**src/hdl/linear_probe_hash_set_defines.svh**
```systemverilog
// Assertion macros used by the hash set back end (lphs_back).
`ifndef LINEAR_PROBE_HASH_SET_DEFINES_SVH
`define LINEAR_PROBE_HASH_SET_DEFINES_SVH

// Antecedent and consequent hold in the same cycle.
`define LPHS_ASSERT_IMP(label, clk, rst_n, ante, cons) \
    label: assert property (@(posedge clk) disable iff (!(rst_n)) (ante) |-> (cons)) \
        else $error("lphs assertion failed");

// Consequent holds in the cycle after the antecedent.
`define LPHS_ASSERT_NEXT(label, clk, rst_n, ante, cons) \
    label: assert property (@(posedge clk) disable iff (!(rst_n)) (ante) |=> (cons)) \
        else $error("lphs assertion failed");

`endif

```
**src/hdl/lphs_pkg.sv**
```systemverilog
package lphs_pkg;

    // The slot count must be a power of two.
    localparam int TABLE_SIZE  = 1024;
    localparam int SLOT_W      = $clog2(TABLE_SIZE);
    localparam int KEY_W       = 32;
    localparam int QUEUE_DEPTH = 2;
    localparam int OUT_W       = 8;

    typedef enum logic {
        OP_INSERT = 1'b0,
        OP_QUERY  = 1'b1
    } t_opcode;

    typedef struct packed {
        t_opcode                  opcode;
        logic signed [KEY_W-1:0]  key;
        logic [SLOT_W-1:0]        home;
    } t_item;

    typedef struct packed {
        logic full;
        logic empty;
    } t_q_status;

endpackage

```
**src/hdl/lphs_front.sv**
```systemverilog
module lphs_front (
    input  logic                          i_clk,
    input  logic                          i_rst_n,
    input  logic                          i_s_axis_tvalid,
    output logic                          o_s_axis_tready,
    input  logic [lphs_pkg::KEY_W-1:0]    i_s_axis_tdata,   // key
    input  logic [0:0]                    i_s_axis_tuser,   // opcode
    input  lphs_pkg::t_q_status           i_q_status,
    input  logic                          i_clearing,
    output logic                          o_push,
    output lphs_pkg::t_item               o_item
);

    logic            r_valid;
    lphs_pkg::t_item r_item;
    logic            w_accept;

    assign o_s_axis_tready = !i_clearing && (!r_valid || !i_q_status.full);
    assign w_accept        = i_s_axis_tvalid && o_s_axis_tready;
    assign o_push          = r_valid && !i_q_status.full;
    assign o_item          = r_item;

    always_ff @(posedge i_clk) begin
        if (!i_rst_n) begin
            r_valid <= 1'b0;
        end else if (w_accept) begin
            r_valid <= 1'b1;
        end else if (o_push) begin
            r_valid <= 1'b0;
        end
    end

    // The home slot is the low key bits, which is the non-negative remainder.
    always_ff @(posedge i_clk) begin
        if (w_accept) begin
            r_item.opcode <= lphs_pkg::t_opcode'(i_s_axis_tuser[0]);
            r_item.key    <= $signed(i_s_axis_tdata);
            r_item.home   <= i_s_axis_tdata[lphs_pkg::SLOT_W-1:0];
        end
    end

endmodule

```
**config.mk**
```make
export PLATFORM = sky130hd
export DESIGN_NAME = lphs_front
export DESIGN_NICKNAME = d
export VERILOG_FILES = /design/src/hdl/linear_probe_hash_set_defines.svh /design/src/hdl/lphs_pkg.sv /design/src/hdl/lphs_front.sv
export SDC_FILE = /design/constraint.sdc
export NUM_CORES = 1
export LEC_CHECK = 0
export ABC_AREA = 1
export BUFFER_PORTS_ARGS = -buffer_cell sky130_fd_sc_hd__buf_2
export CORE_MARGIN = 2
export CORE_UTILIZATION = 42
export CTS_CLUSTER_SIZE = 30
export DETAILED_ROUTE_END_ITERATION = 8
export PLACE_DENSITY = 0.88
export SYNTH_ARGS = -nofsm -noshare
export SYNTH_HDL_FRONTEND = slang
export SYNTH_SLANG_ARGS = --single-unit
```
**constraint.sdc**
```tcl
create_clock -name i_clk -period 5.2 [get_ports i_clk]
set_clock_uncertainty 0.15 [all_clocks]
set_input_delay 0.26 -clock i_clk [delete_from_list [all_inputs] [get_ports i_clk]]
set_output_delay 0.26 -clock i_clk [all_outputs]
set_load 0.03 [all_outputs]
```
======== Word level (Yosys, flattened, before mapping) ========
Index checks and enable logic that the tools add are counted.
cells by class
  mux-type cells .......................... 2
  reduce and logical (&&, ||, !) cells .... 8
operators by type and width
  operator            number
  1-bit logical AND   3
  1-bit logical NOT   3
  1-bit two-way mux   2
  2-bit nonzero test  1
  1-bit logical OR    1
word-level totals
  register bits ........................... 44
  input bits .............................. 39
  output and inout bits ................... 45
  word-level logic and storage cells ...... 14

======== Depth between registers and ports, before layout ========
  depth in word-level cells ............... 5
  depth in mapped cells ................... 4
  depth with buffers taken out ............ 4

======== Worst setup path after synthesis ========
No wires, ideal clock.
  path kind ............................... flip-flop to flip-flop
  start ................................... register r_valid
  end ..................................... register r_item (netlist bit o_item[10]), enable pin
  library setup time ...................... 0.418 ns
  arrival ................................. 1.696 ns
  required time ........................... 4.632 ns
  setup slack ............................. 2.936 ns
  cell stages (with the launch flop) ...... 4
  buffers on the path ..................... 0
  period minus slack after synthesis ...... 2.264 ns
  cells stage by stage .................... dfxtp_1 nand2_1 inv_1 nor3_2
between the ends
  word-level cells in the longest chain between the ends .. 4
ends and longest elaborated chain
  what                    RTL line          text
  start, declared         lphs_front.sv:14  logic r_valid;
  start signal, assigned  lphs_front.sv:25  r_valid <= 1'b0;
  start signal, assigned  lphs_front.sv:27  r_valid <= 1'b1;
  start signal, assigned  lphs_front.sv:29  r_valid <= 1'b0;
  1-bit logical NOT       lphs_front.sv:18  assign o_s_axis_tready = !i_clearing && (!r_valid || !i_q_status.full);
  1-bit logical OR        lphs_front.sv:18
  1-bit logical AND       lphs_front.sv:18
  1-bit logical AND       lphs_front.sv:19  assign w_accept = i_s_axis_tvalid && o_s_axis_tready;
  named net w_accept      lphs_front.sv:16  logic w_accept;
  end, declared           lphs_front.sv:15  lphs_pkg::t_item r_item;
The timed path passes the listed nets, and every way through them passes these cells.
A chain may end at the register's enable or synchronous reset.

======== Worst setup path in the final report ========
  start ................................... register r_valid
  end ..................................... register r_item (netlist bit o_item[27]), enable pin
The elaborated chain is that of the path after synthesis.

==> metrics.md <==
| Metric | Value |
|---|---|
| Final min period | about 1.8 ns |
| Largest net degree at the start of global routing | 24 |
| GRT Total Usage | 0.220 |
| Worst-Skew Late Latency | between 0.3 and 0.4 ns |
| TNS Setup | 0 ns |
| Pre-CTS WS | around 3.4 ns |
| Register share of total power | 0.592 |
| RSZ-0062 raised after global routing | false |
| Design Area, Final | around 0.0019 mm^2 |
| Post-Syn Area | ~0.0011 mm^2 |
| PortBufs | a little over 80 |
| CP endpoint kind | flop |
| Worst Path Max Fanout | 23 |
| Share of cells above drive strength 1 | 0.527 |
| Mux cell area share after synthesis | 0 |
| Initial DRC count | 17 |
| Main combinational cell family by area after synthesis | buffers and inverters |
| Crit path largest cell delay | 0.44 ns |
| CTS tree | built |
| Root Buffer | clkbuf_4 |
| Max Freq | around 540 MHz |
| Synth top area cells | edfxtp_1, buf_4, dfxtp_1 |
| Avg Inst Size Synth | approximately 21 um^2 |
| H-tree levels | 2 |
| Post-DRT Antenna Nets | 0 |
| Final setup margin | approximately 3.4 ns |
| DR pass1 iterations | 4 |
| Worst path buffer plus inverter count | 2 |
| TritonCTS buffer count | 5 |
| Worst setup path class | reg2reg |
| Post-synthesis sequential area ratio | 0.894 |
| Max Cap Viol | 0 |
| Vias in the first global route | between 1000 and 1500 |
| Hold Crit Class | in2reg |
| Compound-Gate Fraction of Synth Area | 0.00442 |
| Net Sw Power | 0.000138 W |
| Pins over their slew limit | 0 |
| Critical Path RT | around 5 ns |
| Avg Vias per Cell | 4.52 |
| Xor-xnor portion of the synthesized cell area | 0 |
| Switch share | 0.256 |
| CP Data Arrival Time | 1.71 ns |
| # DRC | 0 |
| Synthesized net count | 93 |
| Cell family with most CP delay | simple AND/OR/NAND/NOR gates |
| Tcrit/Tclk final | 0.355 |
| Max Root-Sink Buffers | 2 |
| Net count, final | about 210 |
| Startpoint types | flop |
| Crit-path slowest cell | nor3_4 |
| Via count | 900 |
| Status | finished, final reports clean |
| Core Box Area | approximately 0.0025 mm^2 |
| Clk network pwr share | 0.244 |
| Simple logic cell fraction of the synthesized area | 0.0221 |
| Yosys top cell by area | edfxtp_1 |
| Post-cts repair resize count | 0 |
| Commonest non-fill, non-tap cell in the layout | buf_2 |
| Initial core utilization | 0.448 |
| Syn Inst Count | 54 |
| GRT Residual Overflow | 0 |
| Normalized max-slew margin | 0.631 |
| Global-route wire length before repair | 4.83 mm |
| Final Hold Fails | 0 |
| Synth cell types | 8 |
| Worst-Margin Slew | 0.552 ns |
| Placed cell areas | ~0.0015 mm^2 |
| Worst-path cell chain | nand2_1 -> inv_1 -> nor3_4 -> buf_4 |
| Pwr dens | approximately 280 mW/mm^2 |
| Antenna diodes | 0 |
| Clock sink count | 34 |
| Die H | ~56 um |
| Pint | around 0.00040 W |
| Avg WL per Cell | roughly 16 um |
| Final Setup Violations | 0 |
| Clock transition at the registers of the reported paths | between 0.1 and 0.15 ns |
| YS warnings | 0 |
| DRT Wirelength | around 3.2 mm |
| Leak | 0.853 nW |
| Die area | approximately 0.0031 mm^2 |
| # IOs | 84 |
| Seq cells post-synth | 34 |
| Worst ir drop on vdd | between 0.3 and 0.4 mV |
| Horiz. Die Dim | between 50 and 60 um |
| Layout area overhead | 68.6% |
| Adder-Cell Fraction of Synth Area | 0 |
| Placer congestion estimate | 0.721 |
| Combinational share of power | 0.164 |
| Initial antenna violation count | 0 |
| Share of the synthesized area in the top cell type | 0.876 |
| FP Rows | 18 |
| Most frequent cells in the layout | buf_2, dlygate4sd3_1, edfxtp_1 |
==> routing by layer <==
metal	track usage	share of wire	wire [um]
met1	0.231	0.34	1090
met2	0.371	0.50	1580
met3	0.105	0.12	384
met4	0.109	0.038	119
met5	0	0	0
==> cells by family after synthesis <==
family                 after synthesis
DFF                                 34
and+or+nand+nor                      5
AOI/OAI and AO/OA                    1
buffers and inverters               14
==> layout make-up <==
| class | instances | area [um^2] |
|---|---|---|
| flip-flops and latches | 34 | 1010 |
| repair buffers | 117 | 758 |
| fillers | 158 | 616 |
| clock buffers | 5 | 37.5 |
| well taps | 30 | 37.5 |
| multi-input cells | 6 | 36.3 |
| inverters | 4 | 15.0 |
| clock inverters | 3 | 11.3 |
==> worst paths after layout <==
| path | from | depth (start not counted) | slack [ns] | end |
|---|---|---|---|---|
| worst max-delay path | r_valid | 4 | 3.36 | o_item[27] |
| worst min register to register | r_valid | 4 | 0.55 | r_valid |
| worst max register to register | r_valid | 4 | 3.36 | o_item[27] |
| worst min-delay path | i_clearing | 2 | 0.17 | o_item[40] |
==> power by group through the flow <==
stage | logic (W) | clock network, W | registers [W]
3_3_place_gp | 0.0000646 | 0 | 0.000323
4_1_cts | 0.0000856 | 0.000133 | 0.000318
3_5_place_dp | 0.0000664 | 0 | 0.000324
2_1_floorplan | 0.0000182 | 0 | 0.000347
5_1_grt | 0.0000924 | 0.000148 | 0.000319
6_report | 0.0000879 | 0.000131 | 0.000318
==> flip-flops by register name (all words and copies together) (netlist names) <==
register	cells
r_valid	1
o_item	33
==> cell usage after synthesis, drive strengths merged <==
cell type,instances
o21ai,1
nand2,2
buf,10
nor3,1
edfxtp,33
dfxtp,1
inv,4
nor2,2
==> stage by stage <==
step           utilization  std cells  power (W)  hold WS (ns)
4_1_cts              0.756        199   0.000536         0.118
6_report             0.756        199   0.000537         0.173
5_1_grt              0.756        199   0.000559         0.160
3_5_place_dp         0.602        157   0.000390         0.288
2_1_floorplan            -         54   0.000365         0.208
3_3_place_gp         0.602        157   0.000388         0.287
==> timing repair <==
item	in CTS	in global routing
setup buffers	0	0
endpoints found under the setup margin	0	0
hold buffers	34	0
endpoints found under the hold margin	34	0
Power figures use the tool's default switching activity.
