File: src/hdl/linear_probe_hash_set_defines.svh
// Assertion macros used by the hash set back end (lphs_back).
`ifndef LINEAR_PROBE_HASH_SET_DEFINES_SVH
`define LINEAR_PROBE_HASH_SET_DEFINES_SVH

// Antecedent and consequent hold in the same cycle.
`define LPHS_ASSERT_IMP(label, clk, rst_n, ante, cons) \
    label: assert property (@(posedge clk) disable iff (!(rst_n)) (ante) |-> (cons)) \
        else $error("lphs assertion failed");

// Consequent holds in the cycle after the antecedent.
`define LPHS_ASSERT_NEXT(label, clk, rst_n, ante, cons) \
    label: assert property (@(posedge clk) disable iff (!(rst_n)) (ante) |=> (cons)) \
        else $error("lphs assertion failed");

`endif

File: src/hdl/lphs_pkg.sv
package lphs_pkg;

    // The slot count must be a power of two.
    localparam int TABLE_SIZE  = 1024;
    localparam int SLOT_W      = $clog2(TABLE_SIZE);
    localparam int KEY_W       = 32;
    localparam int QUEUE_DEPTH = 2;
    localparam int OUT_W       = 8;

    typedef enum logic {
        OP_INSERT = 1'b0,
        OP_QUERY  = 1'b1
    } t_opcode;

    typedef struct packed {
        t_opcode                  opcode;
        logic signed [KEY_W-1:0]  key;
        logic [SLOT_W-1:0]        home;
    } t_item;

    typedef struct packed {
        logic full;
        logic empty;
    } t_q_status;

endpackage

File: src/hdl/lphs_fifo.sv
module lphs_fifo (
    input  logic                i_clk,
    input  logic                i_rst_n,
    input  logic                i_push,
    input  lphs_pkg::t_item     i_item,
    input  logic                i_pop,
    output lphs_pkg::t_item     o_item,
    output lphs_pkg::t_q_status o_status
);

    localparam int PTR_W = $clog2(lphs_pkg::QUEUE_DEPTH);
    localparam int CNT_W = $clog2(lphs_pkg::QUEUE_DEPTH + 1);

    lphs_pkg::t_item r_mem [lphs_pkg::QUEUE_DEPTH];
    logic [PTR_W-1:0] r_wr_ptr;
    logic [PTR_W-1:0] r_rd_ptr;
    logic [CNT_W-1:0] r_count;
    logic             w_push;
    logic             w_pop;

    assign o_status.full  = (r_count == CNT_W'(lphs_pkg::QUEUE_DEPTH));
    assign o_status.empty = (r_count == '0);
    assign w_push         = i_push && !o_status.full;
    assign w_pop          = i_pop && !o_status.empty;
    assign o_item         = r_mem[r_rd_ptr];

    always_ff @(posedge i_clk) begin
        if (!i_rst_n) begin
            r_wr_ptr <= '0;
            r_rd_ptr <= '0;
            r_count  <= '0;
        end else begin
            if (w_push) begin
                r_wr_ptr <= (r_wr_ptr == PTR_W'(lphs_pkg::QUEUE_DEPTH - 1)) ?
                            '0 : r_wr_ptr + PTR_W'(1);
            end
            if (w_pop) begin
                r_rd_ptr <= (r_rd_ptr == PTR_W'(lphs_pkg::QUEUE_DEPTH - 1)) ?
                            '0 : r_rd_ptr + PTR_W'(1);
            end
            if (w_push && !w_pop) begin
                r_count <= r_count + CNT_W'(1);
            end else if (w_pop && !w_push) begin
                r_count <= r_count - CNT_W'(1);
            end
        end
    end

    always_ff @(posedge i_clk) begin
        if (w_push) begin
            r_mem[r_wr_ptr] <= i_item;
        end
    end

endmodule

File: config.mk
export PLATFORM = sky130hd
export DESIGN_NAME = lphs_fifo
export DESIGN_NICKNAME = d
export VERILOG_FILES = /design/src/hdl/linear_probe_hash_set_defines.svh /design/src/hdl/lphs_pkg.sv /design/src/hdl/lphs_fifo.sv
export SDC_FILE = /design/constraint.sdc
export NUM_CORES = 1
export LEC_CHECK = 0
export BUFFER_PORTS_ARGS = -buffer_cell sky130_fd_sc_hd__buf_2
export CELL_PAD_IN_SITES_DETAIL_PLACEMENT = 0
export CELL_PAD_IN_SITES_GLOBAL_PLACEMENT = 1
export CORE_AREA = 2 2 103 80
export CTS_BUF_LIST = sky130_fd_sc_hd__clkbuf_8
export DETAILED_ROUTE_END_ITERATION = 8
export DIE_AREA = 0 0 105 82
export PLACE_DENSITY_LB_ADDON = 0.1
export SLEW_MARGIN = 20
export SYNTH_ARGS = -nofsm -noshare
export SYNTH_HDL_FRONTEND = slang
export SYNTH_SLANG_ARGS = --single-unit
File: constraint.sdc
create_clock -name i_clk -period 3.3 [get_ports i_clk]
set_clock_uncertainty 0.1 [all_clocks]
set_input_delay 0.66 -clock i_clk [delete_from_list [all_inputs] [get_ports i_clk]]
set_output_delay 0.66 -clock i_clk [all_outputs]
set_load 0.1 [all_outputs]
**Word-level counts from Yosys, hierarchy flattened**

Memories as Yosys holds them, arrays and structs flattened. A register that Yosys moved wholly into a read port is not among the register bits.
Cells that the tools add are included.

- Add/sub/neg operators: 4
- Equal/unequal tests: 1
- Muxes and demuxes: 8
- Reduce and logical (&&, ||, !) cells: 10

Operator list:

| operator | count |
|---|---|
| two-way mux 1 bit | 6 |
| logical AND 1 bit | 4 |
| logical NOT 1 bit | 4 |
| two-way mux 2 bit | 2 |
| adder 1 bit (second input constant) | 2 |
| adder 2 x 1 -> 2 bit (second input constant) | 1 |
| == test 2 bit (second input constant) | 1 |
| logical NOT 2 bit | 1 |
| nonzero test 2 bit | 1 |
| subtractor 2 x 1 -> 2 bit (second input constant) | 1 |

- Register bits after elaboration: 4
- Bits in writable memories: 86
- Memories: 1

Memories:

| memory | depth | width | rd ports | clocked after memory_dff | wr ports | RTL line | source |
|---|---|---|---|---|---|---|---|
| r_mem | 2 | 43 | 1 | 1 | 1 | lphs_fifo.sv:14 | `lphs_pkg::t_item r_mem [lphs_pkg::QUEUE_DEPTH];` |

**Depth between registers and ports, before layout**

Gate-level depths: netlist of run 1.

- Depth in word-level cells: 7
- Mapped depth: 7

**Least setup slack after synthesis of run 1**

No wires, ideal clock.

- Path type: register -> register
- Start point: reg r_count[0]
- End point: mem r_mem[0][0] (netlist name) (enable)
- Setup time: 438 ps
- Arrival time: 2519 ps
- Data required time: 2762 ps
- Slack: 243 ps
- Cell stages (with the launch flop): 4
- Buffers on the path: 0
- Cells stage by stage: dfxtp_1 > nand2b_1 > inv_2 > nor3_2

RTL lines:

| what | RTL line | source |
|---|---|---|
| start: declaration | lphs_fifo.sv:17 | `logic [CNT_W-1:0] r_count;` |
| start signal: assignment | lphs_fifo.sv:42 | `r_count <= r_count + CNT_W'(1);` |
| start signal: assignment | lphs_fifo.sv:44 | `r_count <= r_count - CNT_W'(1);` |
| end: declaration | lphs_fifo.sv:14 |  |

==> results of run 1 <==
worst min-delay path by stage:
| stage | to | slack, ns | depth (start not counted) |
|---|---|---|---|
| after global routing | r_mem[0][30]$_DFFE_PP_ | 0.37 | 1 |
| after global placement | r_count[1]$_SDFFE_PN0P_ | 0.42 | 2 |
| after detailed placement | r_count[1]$_SDFFE_PN0P_ | 0.42 | 2 |
| final | r_mem[0][42]$_DFFE_PP_ | 0.39 | 1 |
| after CTS | r_mem[0][42]$_DFFE_PP_ | 0.37 | 1 |
| after floorplan | r_count[1]$_SDFFE_PN0P_ | 0.38 | 2 |
cells by family after synthesis:
kind of cell,count (synthesis)
xor gates and xnor gates,3
buffers and inverters,7
DFF,91
and+or+nand+nor,9
AOI/OAI and AO/OA,5
muxes,43
adders and majority gates,1
routing by layer:
| layer | vias up | wire length [µm] |
|---|---|---|
| li1 | 818 | - |
| met2 | 57 | 2770 |
| met3 | 6 | 301 |
| met1 | 832 | 2560 |
| met4 | 0 | 58 |
| met5 | - | 0 |
cell type report:
cell class | count | area share (%)
Sequential cell | 91 | 65.3
Multi-Input combinational cell | 61 | 15.0
Timing Repair Buffer | 94 | 12.2
Tap cell | 105 | 3.19
Clock buffer | 9 | 3.01
Clock inverter | 7 | 1.10
Inverter | 2 | 0.183
through the flow:
| stage | instance area [µm²] | setup WS, ns | instances |
|---|---|---|---|
| floorplan | 3340 | 0.243 | 159 |
| global placement | 3940 | 1.28 | 353 |
| detailed placement | 3940 | 1.28 | 353 |
| CTS | 4110 | 0.879 | 369 |
| global route | 4110 | 0.845 | 369 |
| finish | 4110 | 0.902 | 369 |
worst max-delay path, cell delays in order (launching register included):
cell and delay, ns:
dfxtp_2 0.35, buf_12 0.25, mux2_2 0.38, buf_2 0.29
registers in the layout, summed over array words and instances (netlist names), named ones only:
| register | count |
|---|---|
| r_mem | 86 |
| r_count | 2 |
| r_rd_ptr | 1 |
| r_wr_ptr | 1 |
cells in the final DEF (no fill, tap or decap), drive strengths merged, types with 2 or more instances in the layout:
cell | synthesis | layout
clkbuf | 0 | 9
buf | 5 | 94
clkinv | 0 | 5
edfxtp | 86 | 86
nor2 | 2 | 2
o21ai | 2 | 2
dfxtp | 5 | 5
inv | 2 | 2
clkinvlp | 0 | 2
a21boi | 2 | 2
xnor2 | 2 | 2
mux2 | 43 | 43
and2 | 3 | 3
==> results by group, run 1 <==
GRT
  – Gr ovfl total: 0
  – Pin count of the biggest net entering global routing: 45
  – Vias in the first global route: 1725
  – Initial antenna violation count: 0
  – GRT Resource Usage Total: 13.9%
  – GRT Max-Usage Layer: met2
  – First-pass GRT wire length: 8600 µm
  – Met2 usage: 22.1%
  – M3 GR Usage: 4.60%
  – Met1 Use GR: 17.3%

CTS
  – # hold bufs at CTS: 0
  – Longest Clk Path Bufs: 2
  – Clock transition at path regs: 0.09 ns
  – Post-CTS Setup Repair Bufs: 0
  – # clock sinks: 91
  – Resize count post-CTS: 0
  – CTS tree: done
  – Root Driver: clkbuf_8
  – CTS Buf Count: 9
  – Worst-Skew Late Latency: 0.35 ns
  – H-tree Lvls: 3

Finish
  – Reg area: 0.00268 mm²
  – # nets final: 307
  – Layout area overhead: 23.3%
  – N_diodes: 0
  – Fill cells: 642
  – Final design utilization: 53.8%
  – Share of cells above drive strength 1: 58.7%
  – Multi-input combinational cell area: 618 µm²

Critical path
  – Worst setup SP type: register
  – Worst Path Class, Setup: register to primary output
  – R2R cell count: 3
  – R2R Setup Slk: 1.46 ns
  – Reg-to-reg startpoint: r_count[0]$_SDFFE_PN0P_
  – Arrival @ worst endpoint: 1.64 ns
  – FF-to-FF End: r_mem[1][32]$_DFFE_PP_
  – Crit end category: primary output
  – Crit path to: o_item[35]
  – CP max FO: 43
  – CP required: 2.54 ns

Routing
  – DRC viols: 0
  – Vias: 1713
  – Pre-Repair DR Iteration Count: 4
  – Routed wire length: 5690 µm
  – DRT antenna net count: 0
  – DRT iter0 DRCs: 69
  – Routed len/inst: 15.4 µm
  – Via density: 4.64

Floorplanning
  – Initial Util: 43.7%
  – Die height: 82 µm
  – Die Span X: 105 µm
  – I/O pin cnt: 92
  – # rows: 28
  – Core area: 0.00764 mm²
  – Die area: 0.00861 mm²

Yosys
  – Sequential area share after synthesis: 80.4%
  – Xor/xnor cell area share of the yosys netlist: 0.788%
  – Post-synthesis cell type count: 21
  – Cell Area, Synth: 0.00334 mm²
  – Simple-Gate Fraction of Synth Area: 1.65%
  – Area leader, netlist: edfxtp_1
  – Count leader, synth: edfxtp_1
  – Share of the synthesized area in the top cell type: 77.4%
  – Largest family of logic cells by synthesized area: multiplexers
  – Mean Syn Cell Area: 21.0 µm²
  – Post-synthesis adder-cell area fraction: 0.375%
  – Synth warn: 0
  – Mapped Nets: 207
  – Dominant synthesized flop cell: edfxtp_1
  – Post-synthesis instance total: 159
  – Synth cell count leaders: edfxtp_1, mux2_2, dfxtp_1, buf_4, and2_1
  – Area contributors post-synth: edfxtp_1, mux2_2, dfxtp_1
  – EDFF count, synth: 86
  – Post-synthesis mux area share: 14.5%
  – Synth Area in Compound Gates: 0.975%
  – Ys async rst share: 0%
  – #FFs+latches synth: 91

Place
  – PortBufs: 91
  – HPWL after detailed placement: 3700 µm
  – Placer Congestion: 0.677

Worst hold path
  – Worst Hold Class: primary input to register
  – Hold path startpoint: i_item[42]

Timing
  – Minimum clock period: 2.40 ns
  – Tcrit/Tclk final: 72.7%
  – # setup viols final: 0
  – Max Clk Rate: 417 MHz
  – Hold_ws: 0.390 ns
  – Final Hold Viols: 0
  – Max-slew headroom: 59.0%
  – RSZ-0062 raised after global routing: false
  – Setup TNS: 0 ns
  – Worst-Margin Slew: 0.615 ns
  – Max-slew violations: 0

Outcome
  – Status: completed

Job
  – Max_cap viols: 0
Power of run 1 is left out: the tool's default activity adds up to more than one toggle a clock period on the data nets, which glitch-free logic cannot reach.
==> inputs of run 2 (changes only) <==
Settings changed: ABC_AREA set to 1, CORE_AREA 2 2 103 80 to 2 2 105 82, DIE_AREA 0 0 105 82 to 0 0 107 84.
Clock period 3.3 ns to 2.34 ns, I/O delays scaled along.
==> results by group, run 2 <==
Routing
  – Met2 Routed Length: 2680 µm (was 2770 µm)
  – Highest routed metal layer: met4 (unchanged)
  – DRT iter0 DRCs: 42 (was 69)
  – Length of routed met3 wiring: 466 µm (was 301 µm)
  – Routed wire length: 5800 µm (was 5690 µm)
  – DRC viols: 0 (unchanged)
  – Vias: 1769 (was 1713)
  – Via density: 4.55 (was 4.64)
  – DRT antenna net count: 0 (unchanged)
  – WL met1: 2600 µm (was 2560 µm)
  – Pre-Repair DR Iteration Count: 4 (unchanged)
  – Routed len/inst: 14.9 µm (was 15.4 µm)

Timing
  – Minimum clock period: 2.19 ns
  – Setup TNS: 0 ns (unchanged)
  – Tcrit/Tclk final: 93.5%
  – Final setup margin: 0.153 ns (was 0.902 ns)
  – Max-slew violations: 0 (unchanged)
  – RSZ-0062 raised after global routing: false (unchanged)
  – Worst-Margin Slew: 0.498 ns (was 0.615 ns)
  – Final Hold Viols: 0 (unchanged)
  – # setup viols final: 0 (unchanged)
  – Max Clk Rate: 457 MHz
  – Max-slew headroom: 67.0% (was 59.0%)

Critical path
  – Worst setup SP type: register (unchanged)
  – Crit-path max cell delay: 0.47 ns (was 0.38 ns)
  – Worst path cell trace: buf_12, mux2_4, buf_2 (was buf_12, mux2_2, buf_2)
  – Crit-path slowest cell: dfxtp_4 (was mux2_2)
  – CP max FO: 13 (was 43)
  – Arrival @ worst endpoint: 1.62 ns (was 1.64 ns)
  – Crit end category: primary output (unchanged)
  – Crit-path leading delay family: buffers and inverters (unchanged)
  – CP required: 1.77 ns (was 2.54 ns)
  – Worst Path Buf+Inv: 2 (unchanged)
  – Worst Path Class, Setup: register to primary output (unchanged)

Place
  – PortBufs: 91 (unchanged)
  – Placer Congestion: 0.678 (was 0.677)
  – Setup WS pre-CTS: 0.405 ns (was 1.28 ns)
  – DP Area: 0.00420 mm² (was 0.00394 mm²)
  – HPWL after detailed placement: 4030 µm (was 3700 µm)

Yosys
  – Synth cell count leaders: edfxtp_1, mux2_4, nor2_1, inv_1, nand2_1 (was edfxtp_1, mux2_2, dfxtp_1, buf_4, and2_1)
  – Mean Syn Cell Area: 20.7 µm² (was 21.0 µm²)
  – Cell Area, Synth: 0.00355 mm² (was 0.00334 mm²)
  – Dominant synthesized flop cell: edfxtp_1 (unchanged)
  – EDFF count, synth: 86 (unchanged)
  – Mapped Nets: 220 (was 207)
  – Sequential area share after synthesis: 75.5% (was 80.4%)
  – Ys async rst share: 0% (unchanged)
  – Share of the synthesized area in the top cell type: 72.7% (was 77.4%)
  – Count leader, synth: edfxtp_1 (unchanged)
  – Post-synthesis instance total: 172 (was 159)
  – Post-synthesis cell type count: 15 (was 21)
  – Area leader, netlist: edfxtp_1 (unchanged)
  – Synth warn: 0 (unchanged)
  – #FFs+latches synth: 91 (unchanged)
  – Area contributors post-synth: edfxtp_1, mux2_4, dfxtp_1 (was edfxtp_1, mux2_2, dfxtp_1)

Floorplanning
  – Core area: 0.00809 mm² (was 0.00764 mm²)
  – Die Span X: 107 µm (was 105 µm)
  – Initial Util: 43.9% (was 43.7%)
  – I/O pin cnt: 92 (unchanged)
  – Die area: 0.00899 mm² (was 0.00861 mm²)
  – Die height: 84 µm (was 82 µm)
  – # rows: 29 (was 28)

CTS
  – Root Driver: clkbuf_8 (unchanged)
  – Longest Clk Path Bufs: 2 (unchanged)
  – CTS tree: done (unchanged)
  – Post-CTS Setup Repair Bufs: 0 (unchanged)
  – Resize count post-CTS: 0 (unchanged)
  – # clock sinks: 91 (unchanged)
  – Worst-Skew Late Latency: 0.35 ns (about the same)
  – # hold bufs at CTS: 0 (unchanged)
  – Clock transition at path regs: 0.09 ns (about the same)
  – H-tree Lvls: 3 (unchanged)
  – CTS Buf Count: 9 (unchanged)

Finish
  – Layout Cell Area excl Fill: 0.00438 mm² (was 0.00411 mm²)
  – N_diodes: 0 (unchanged)
  – Top Registers: r_mem x86, r_count x2 (unchanged)
  – Largest Register: r_mem (unchanged)
  – Commonest non-fill, non-tap cell in the layout: buf_2 (unchanged)
  – Layout area overhead: 23.2% (was 23.3%)
  – # nets final: 324 (was 307)
  – Most frequent cells in the layout: buf_2, edfxtp_1, mux2_4 (was buf_2, edfxtp_1, mux2_2)
  – Share of cells above drive strength 1: 56.9% (was 58.7%)
  – Final design utilization: 54.1% (was 53.8%)
  – Max reg flops: 86 (unchanged)

Pwr
  – Maximum VDD drop: 0.000622 V
  – Leakage: 0.00175 µW
  – Final Power: 5910 µW
  – Total power density per cell area: 1350 mW/mm²

GRT
  – GRT Resource Usage Total: 13.7% (was 13.9%)
  – Initial antenna violation count: 0 (unchanged)
  – Gr ovfl total: 0 (unchanged)
  – First-pass GRT wire length: 9050 µm (was 8600 µm)
  – Pin count of the biggest net entering global routing: 23 (was 45)
  – Vias in the first global route: 1815 (was 1725)

Outcome
  – Status: completed (unchanged)

Job
  – Max_cap viols: 0 (unchanged)

Worst hold path
  – Worst Hold Class: primary input to register (unchanged)
## run 2: changes by cell type after synthesis, sizes merged, moves of 2 or more
cell and change:
a21boi -2, inv +7, and2 -3, nor2 +9, xnor2 -2, nand2 +6
## run 2: where the power goes
| group | internal [µW] | switching [µW] | total (µW) |
|---|---|---|---|
| clock network | 393 | 534 | 927 |
| registers | 2060 | 95.0 | 2150 |
| logic | 660 | 2170 | 2830 |
## run 2: kinds of logic after synthesis
family	count (synthesis)	synth area share, %
flops	91	75.5
mux	43	17.9
compound gates	4	0.669
fa+ha+maj	1	0.352
buf+inv	14	3.52
simple gates	19	2.11
## run 2: path summary, 6_finish.rpt
path / endpoint / slack [ns] / from / depth (start not counted)
setup / recovery: o_item[41] / 0.15 / register / 3
hold / removal: r_mem[0][19]$_DFFE_PP_ / 0.20 / i_item[19] / 1
setup reg to reg: r_count[1]$_SDFFE_PN0P_ / 0.70 / r_count[1]$_SDFFE_PN0P_ / 9
hold reg to reg: r_rd_ptr$_SDFFE_PN0P_ / 0.42 / r_rd_ptr$_SDFFE_PN0P_ / 2
## run 2: area by class of cell
class | count | area, µm²
timing repair buffer | 98 | 586
inverter | 9 | 33.8
clock inverter | 7 | 52.6
clock buffer | 9 | 124
sequential | 91 | 2690
fill | 680 | 3710
tap | 108 | 135
multi-input combinational | 67 | 761
## run 2: routing by layer
layer,global-route usage (%),vias up
li1,-,858
met4,3.54,0
met1,17.2,850
met3,6.56,6
met2,21.4,55
met5,0,-
## run 2: per-stage QoR
stage               hold slack [ns]  instances
detailed placement            0.406        373
CTS                           0.179        389
global placement              0.380        373
global route                  0.170        389
finish                        0.199        389
floorplan                     0.367        172
Note: power is estimated with default switching activity, not from simulation.
==> inputs of run 3 (changes only) <==
Settings changed: CORE_AREA 2 2 105 82 to 5 5 108 85, DIE_AREA 0 0 107 84 to 0 0 113 90.
==> results by group, run 3 (synthesis gave the netlist of run 2 again) <==
Finish
  – Largest Register: r_mem (unchanged)
  – Top Registers: r_mem x86, r_count x2 (unchanged)
  – N_diodes: 0 (unchanged)
  – Commonest non-fill, non-tap cell in the layout: edfxtp_1 (was buf_2)
  – Fill cells: 617 (was 680)
  – Multi-input combinational cell area: 761 µm² (unchanged)
  – Layout Cell Area excl Fill: 0.00464 mm² (was 0.00438 mm²)
  – Reg area: 0.00268 mm² (was 0.00269 mm²)
  – Final design utilization: 57.4% (was 54.1%)
  – Most frequent cells in the layout: edfxtp_1, buf_2, mux2_4 (was buf_2, edfxtp_1, mux2_4)
  – Max reg flops: 86 (unchanged)
  – # nets final: 324 (unchanged)
  – Share of cells above drive strength 1: 56.9% (unchanged)
  – Layout area overhead: 30.6% (was 23.2%)

Pwr
  – Combinational share of power: 49.0% (was 47.9%)
  – Net switching power figure: 2830 µW (was 2800 µW)
  – Total power density per cell area: 1380 mW/mm² (was 1350 mW/mm²)
  – Internal power: 3550 µW (was 3110 µW)
  – Maximum VDD drop: 0.000772 V (was 0.000622 V)
  – Switching share of total power: 44.3% (was 47.4%)
  – Seq pwr share: 33.4% (was 36.4%)
  – Leakage: 0.00184 µW (was 0.00175 µW)
  – Clk pwr share: 17.6% (was 15.7%)

Outcome
  – Status: completed (unchanged)

CTS
  – Clock transition at path regs: 0.09 ns (about the same)
  – # clock sinks: 91 (unchanged)
  – Longest Clk Path Bufs: 2 (unchanged)
  – H-tree Lvls: 3 (unchanged)
  – Root Driver: clkbuf_8 (unchanged)
  – CTS tree: done (unchanged)
  – Worst-Skew Late Latency: 0.34 ns (was 0.35 ns)
  – # hold bufs at CTS: 0 (unchanged)
  – CTS Buf Count: 9 (unchanged)

Critical path
  – Worst path cell trace: buf_12, mux2_2, buf_2 (was buf_12, mux2_4, buf_2)
  – Crit-path slowest cell: dfxtp_2 (was dfxtp_4)
  – Crit-path leading delay family: buffers and inverters (unchanged)
  – CP max FO: 23 (was 13)
  – Worst setup SP type: register (unchanged)
  – CP required: 1.77 ns (about the same)
  – Arrival @ worst endpoint: 1.67 ns (was 1.62 ns)
  – Crit end category: primary output (unchanged)
  – Worst Path Class, Setup: register to primary output (unchanged)
  – Worst Path Buf+Inv: 2 (unchanged)
  – Crit-path max cell delay: 0.42 ns (was 0.47 ns)

Floorplanning
  – # rows: 29 (unchanged)
  – Core area: 0.00809 mm² (unchanged)
  – Die Span X: 113 µm (was 107 µm)
  – I/O pin cnt: 92 (unchanged)
  – Initial Util: 43.9% (unchanged)
  – Die area: 0.0102 mm² (was 0.00899 mm²)
  – Die height: 90 µm (was 84 µm)

Routing
  – Routed len/inst: 15.2 µm (was 14.9 µm)
  – Pre-Repair DR Iteration Count: 4 (unchanged)
  – Routed wire length: 5900 µm (was 5800 µm)
  – Vias: 1775 (was 1769)
  – DRC viols: 0 (unchanged)
  – DRT iter0 DRCs: 80 (was 42)
  – DRT antenna net count: 0 (unchanged)
  – Via density: 4.56 (was 4.55)

Timing
  – Max-slew violations: 0 (unchanged)
  – # setup viols final: 0 (unchanged)
  – Max-slew headroom: 66.9% (was 67.0%)
  – Max Clk Rate: 447 MHz (was 457 MHz)
  – RSZ-0062 raised after global routing: false (unchanged)
  – Final setup margin: 0.105 ns (was 0.153 ns)
  – Minimum clock period: 2.23 ns (was 2.19 ns)
  – Final Hold Viols: 0 (unchanged)
  – Worst-Margin Slew: 0.501 ns (was 0.498 ns)
  – Tcrit/Tclk final: 95.5% (was 93.5%)

Worst hold path
  – Worst Hold Class: primary input to register (unchanged)

GRT
  – First-pass GRT wire length: 9270 µm (was 9050 µm)
  – Vias in the first global route: 1886 (was 1815)
  – Initial antenna violation count: 1 (was 0)
  – Pin count of the biggest net entering global routing: 31 (was 23)
  – Gr ovfl total: 0 (unchanged)
  – GRT Resource Usage Total: 11.9% (was 13.7%)

Place
  – Placer Congestion: 0.680 (was 0.678)
  – HPWL after detailed placement: 4080 µm (was 4030 µm)
  – DP Area: 0.00442 mm² (was 0.00420 mm²)
  – PortBufs: 91 (unchanged)
  – Setup WS pre-CTS: 0.441 ns (was 0.405 ns)

Job
  – Max_cap viols: 0 (unchanged)
==> run 3: changes by cell type in the layout (fill, tap and decap cells not counted) <==
cell,before,now
clkinvlp_4,0,4
clkinv_4,3,0
buf_12,6,20
clkinv_2,1,0
inv_6,2,0
dfxtp_2,0,1
buf_4,2,5
buf_2,90,72
buf_6,0,1
bufinv_16,0,2
dfxtp_4,1,0
==> run 3: power groups by stage <==
stage / registers (µW) / logic (µW) / clock network, µW
5_1_grt: 2160 / 3220 / 1240
2_1_floorplan: 2160 / 2490 / 0
4_1_cts: 2130 / 3160 / 1170
3_3_place_gp: 2160 / 3150 / 0
6_report: 2130 / 3130 / 1120
3_5_place_dp: 2170 / 3150 / 0
==> run 3: final timing paths <==
path | to | start | slack [ns] | cells past startpoint
setup / recovery | o_item[25] | register | 0.11 | 3
hold / removal | r_mem[1][40]$_DFFE_PP_ | i_item[40] | 0.20 | 1
setup reg to reg | r_count[1]$_SDFFE_PN0P_ | r_count[1]$_SDFFE_PN0P_ | 0.71 | 9
hold reg to reg | r_rd_ptr$_SDFFE_PN0P_ | r_rd_ptr$_SDFFE_PN0P_ | 0.42 | 2
==> run 3: cell type report <==
class	count	area share [%]
Clock buffer	9	2.67
Inverter	9	0.728
Timing Repair Buffer	98	17.4
Multi-Input combinational cell	67	16.4
Clock inverter	7	2.02
Sequential cell	91	57.8
Tap cell	108	2.91
==> run 3: routing by layer <==
metal | wire length [µm] | vias up | track usage, % | share of wire (%)
li1 | - | 851 | - | -
met1 | 2490 | 859 | 13.7 | 42
met2 | 2950 | 57 | 20.0 | 50
met3 | 411 | 6 | 5.03 | 7.0
met4 | 48 | 2 | 4.20 | 0.81
met5 | 7 | - | 0 | 0.12
==> run 3: stage by stage <==
stage	cells	power, µW	hold WS, ns	TNS (ns)
finish	389	6380	0.200	0
global placement	373	5310	0.384	0
global route	389	6620	0.171	0
detailed placement	373	5330	0.406	0
floorplan	172	4650	0.367	-47.49
CTS	389	6460	0.175	0
==> run 3: timing repair <==
item	4_1_cts	5_1_grt
endpoints found under the hold margin	0	0
resized for setup	0	1
endpoints found under the setup margin	0	1
setup buffers	0	0
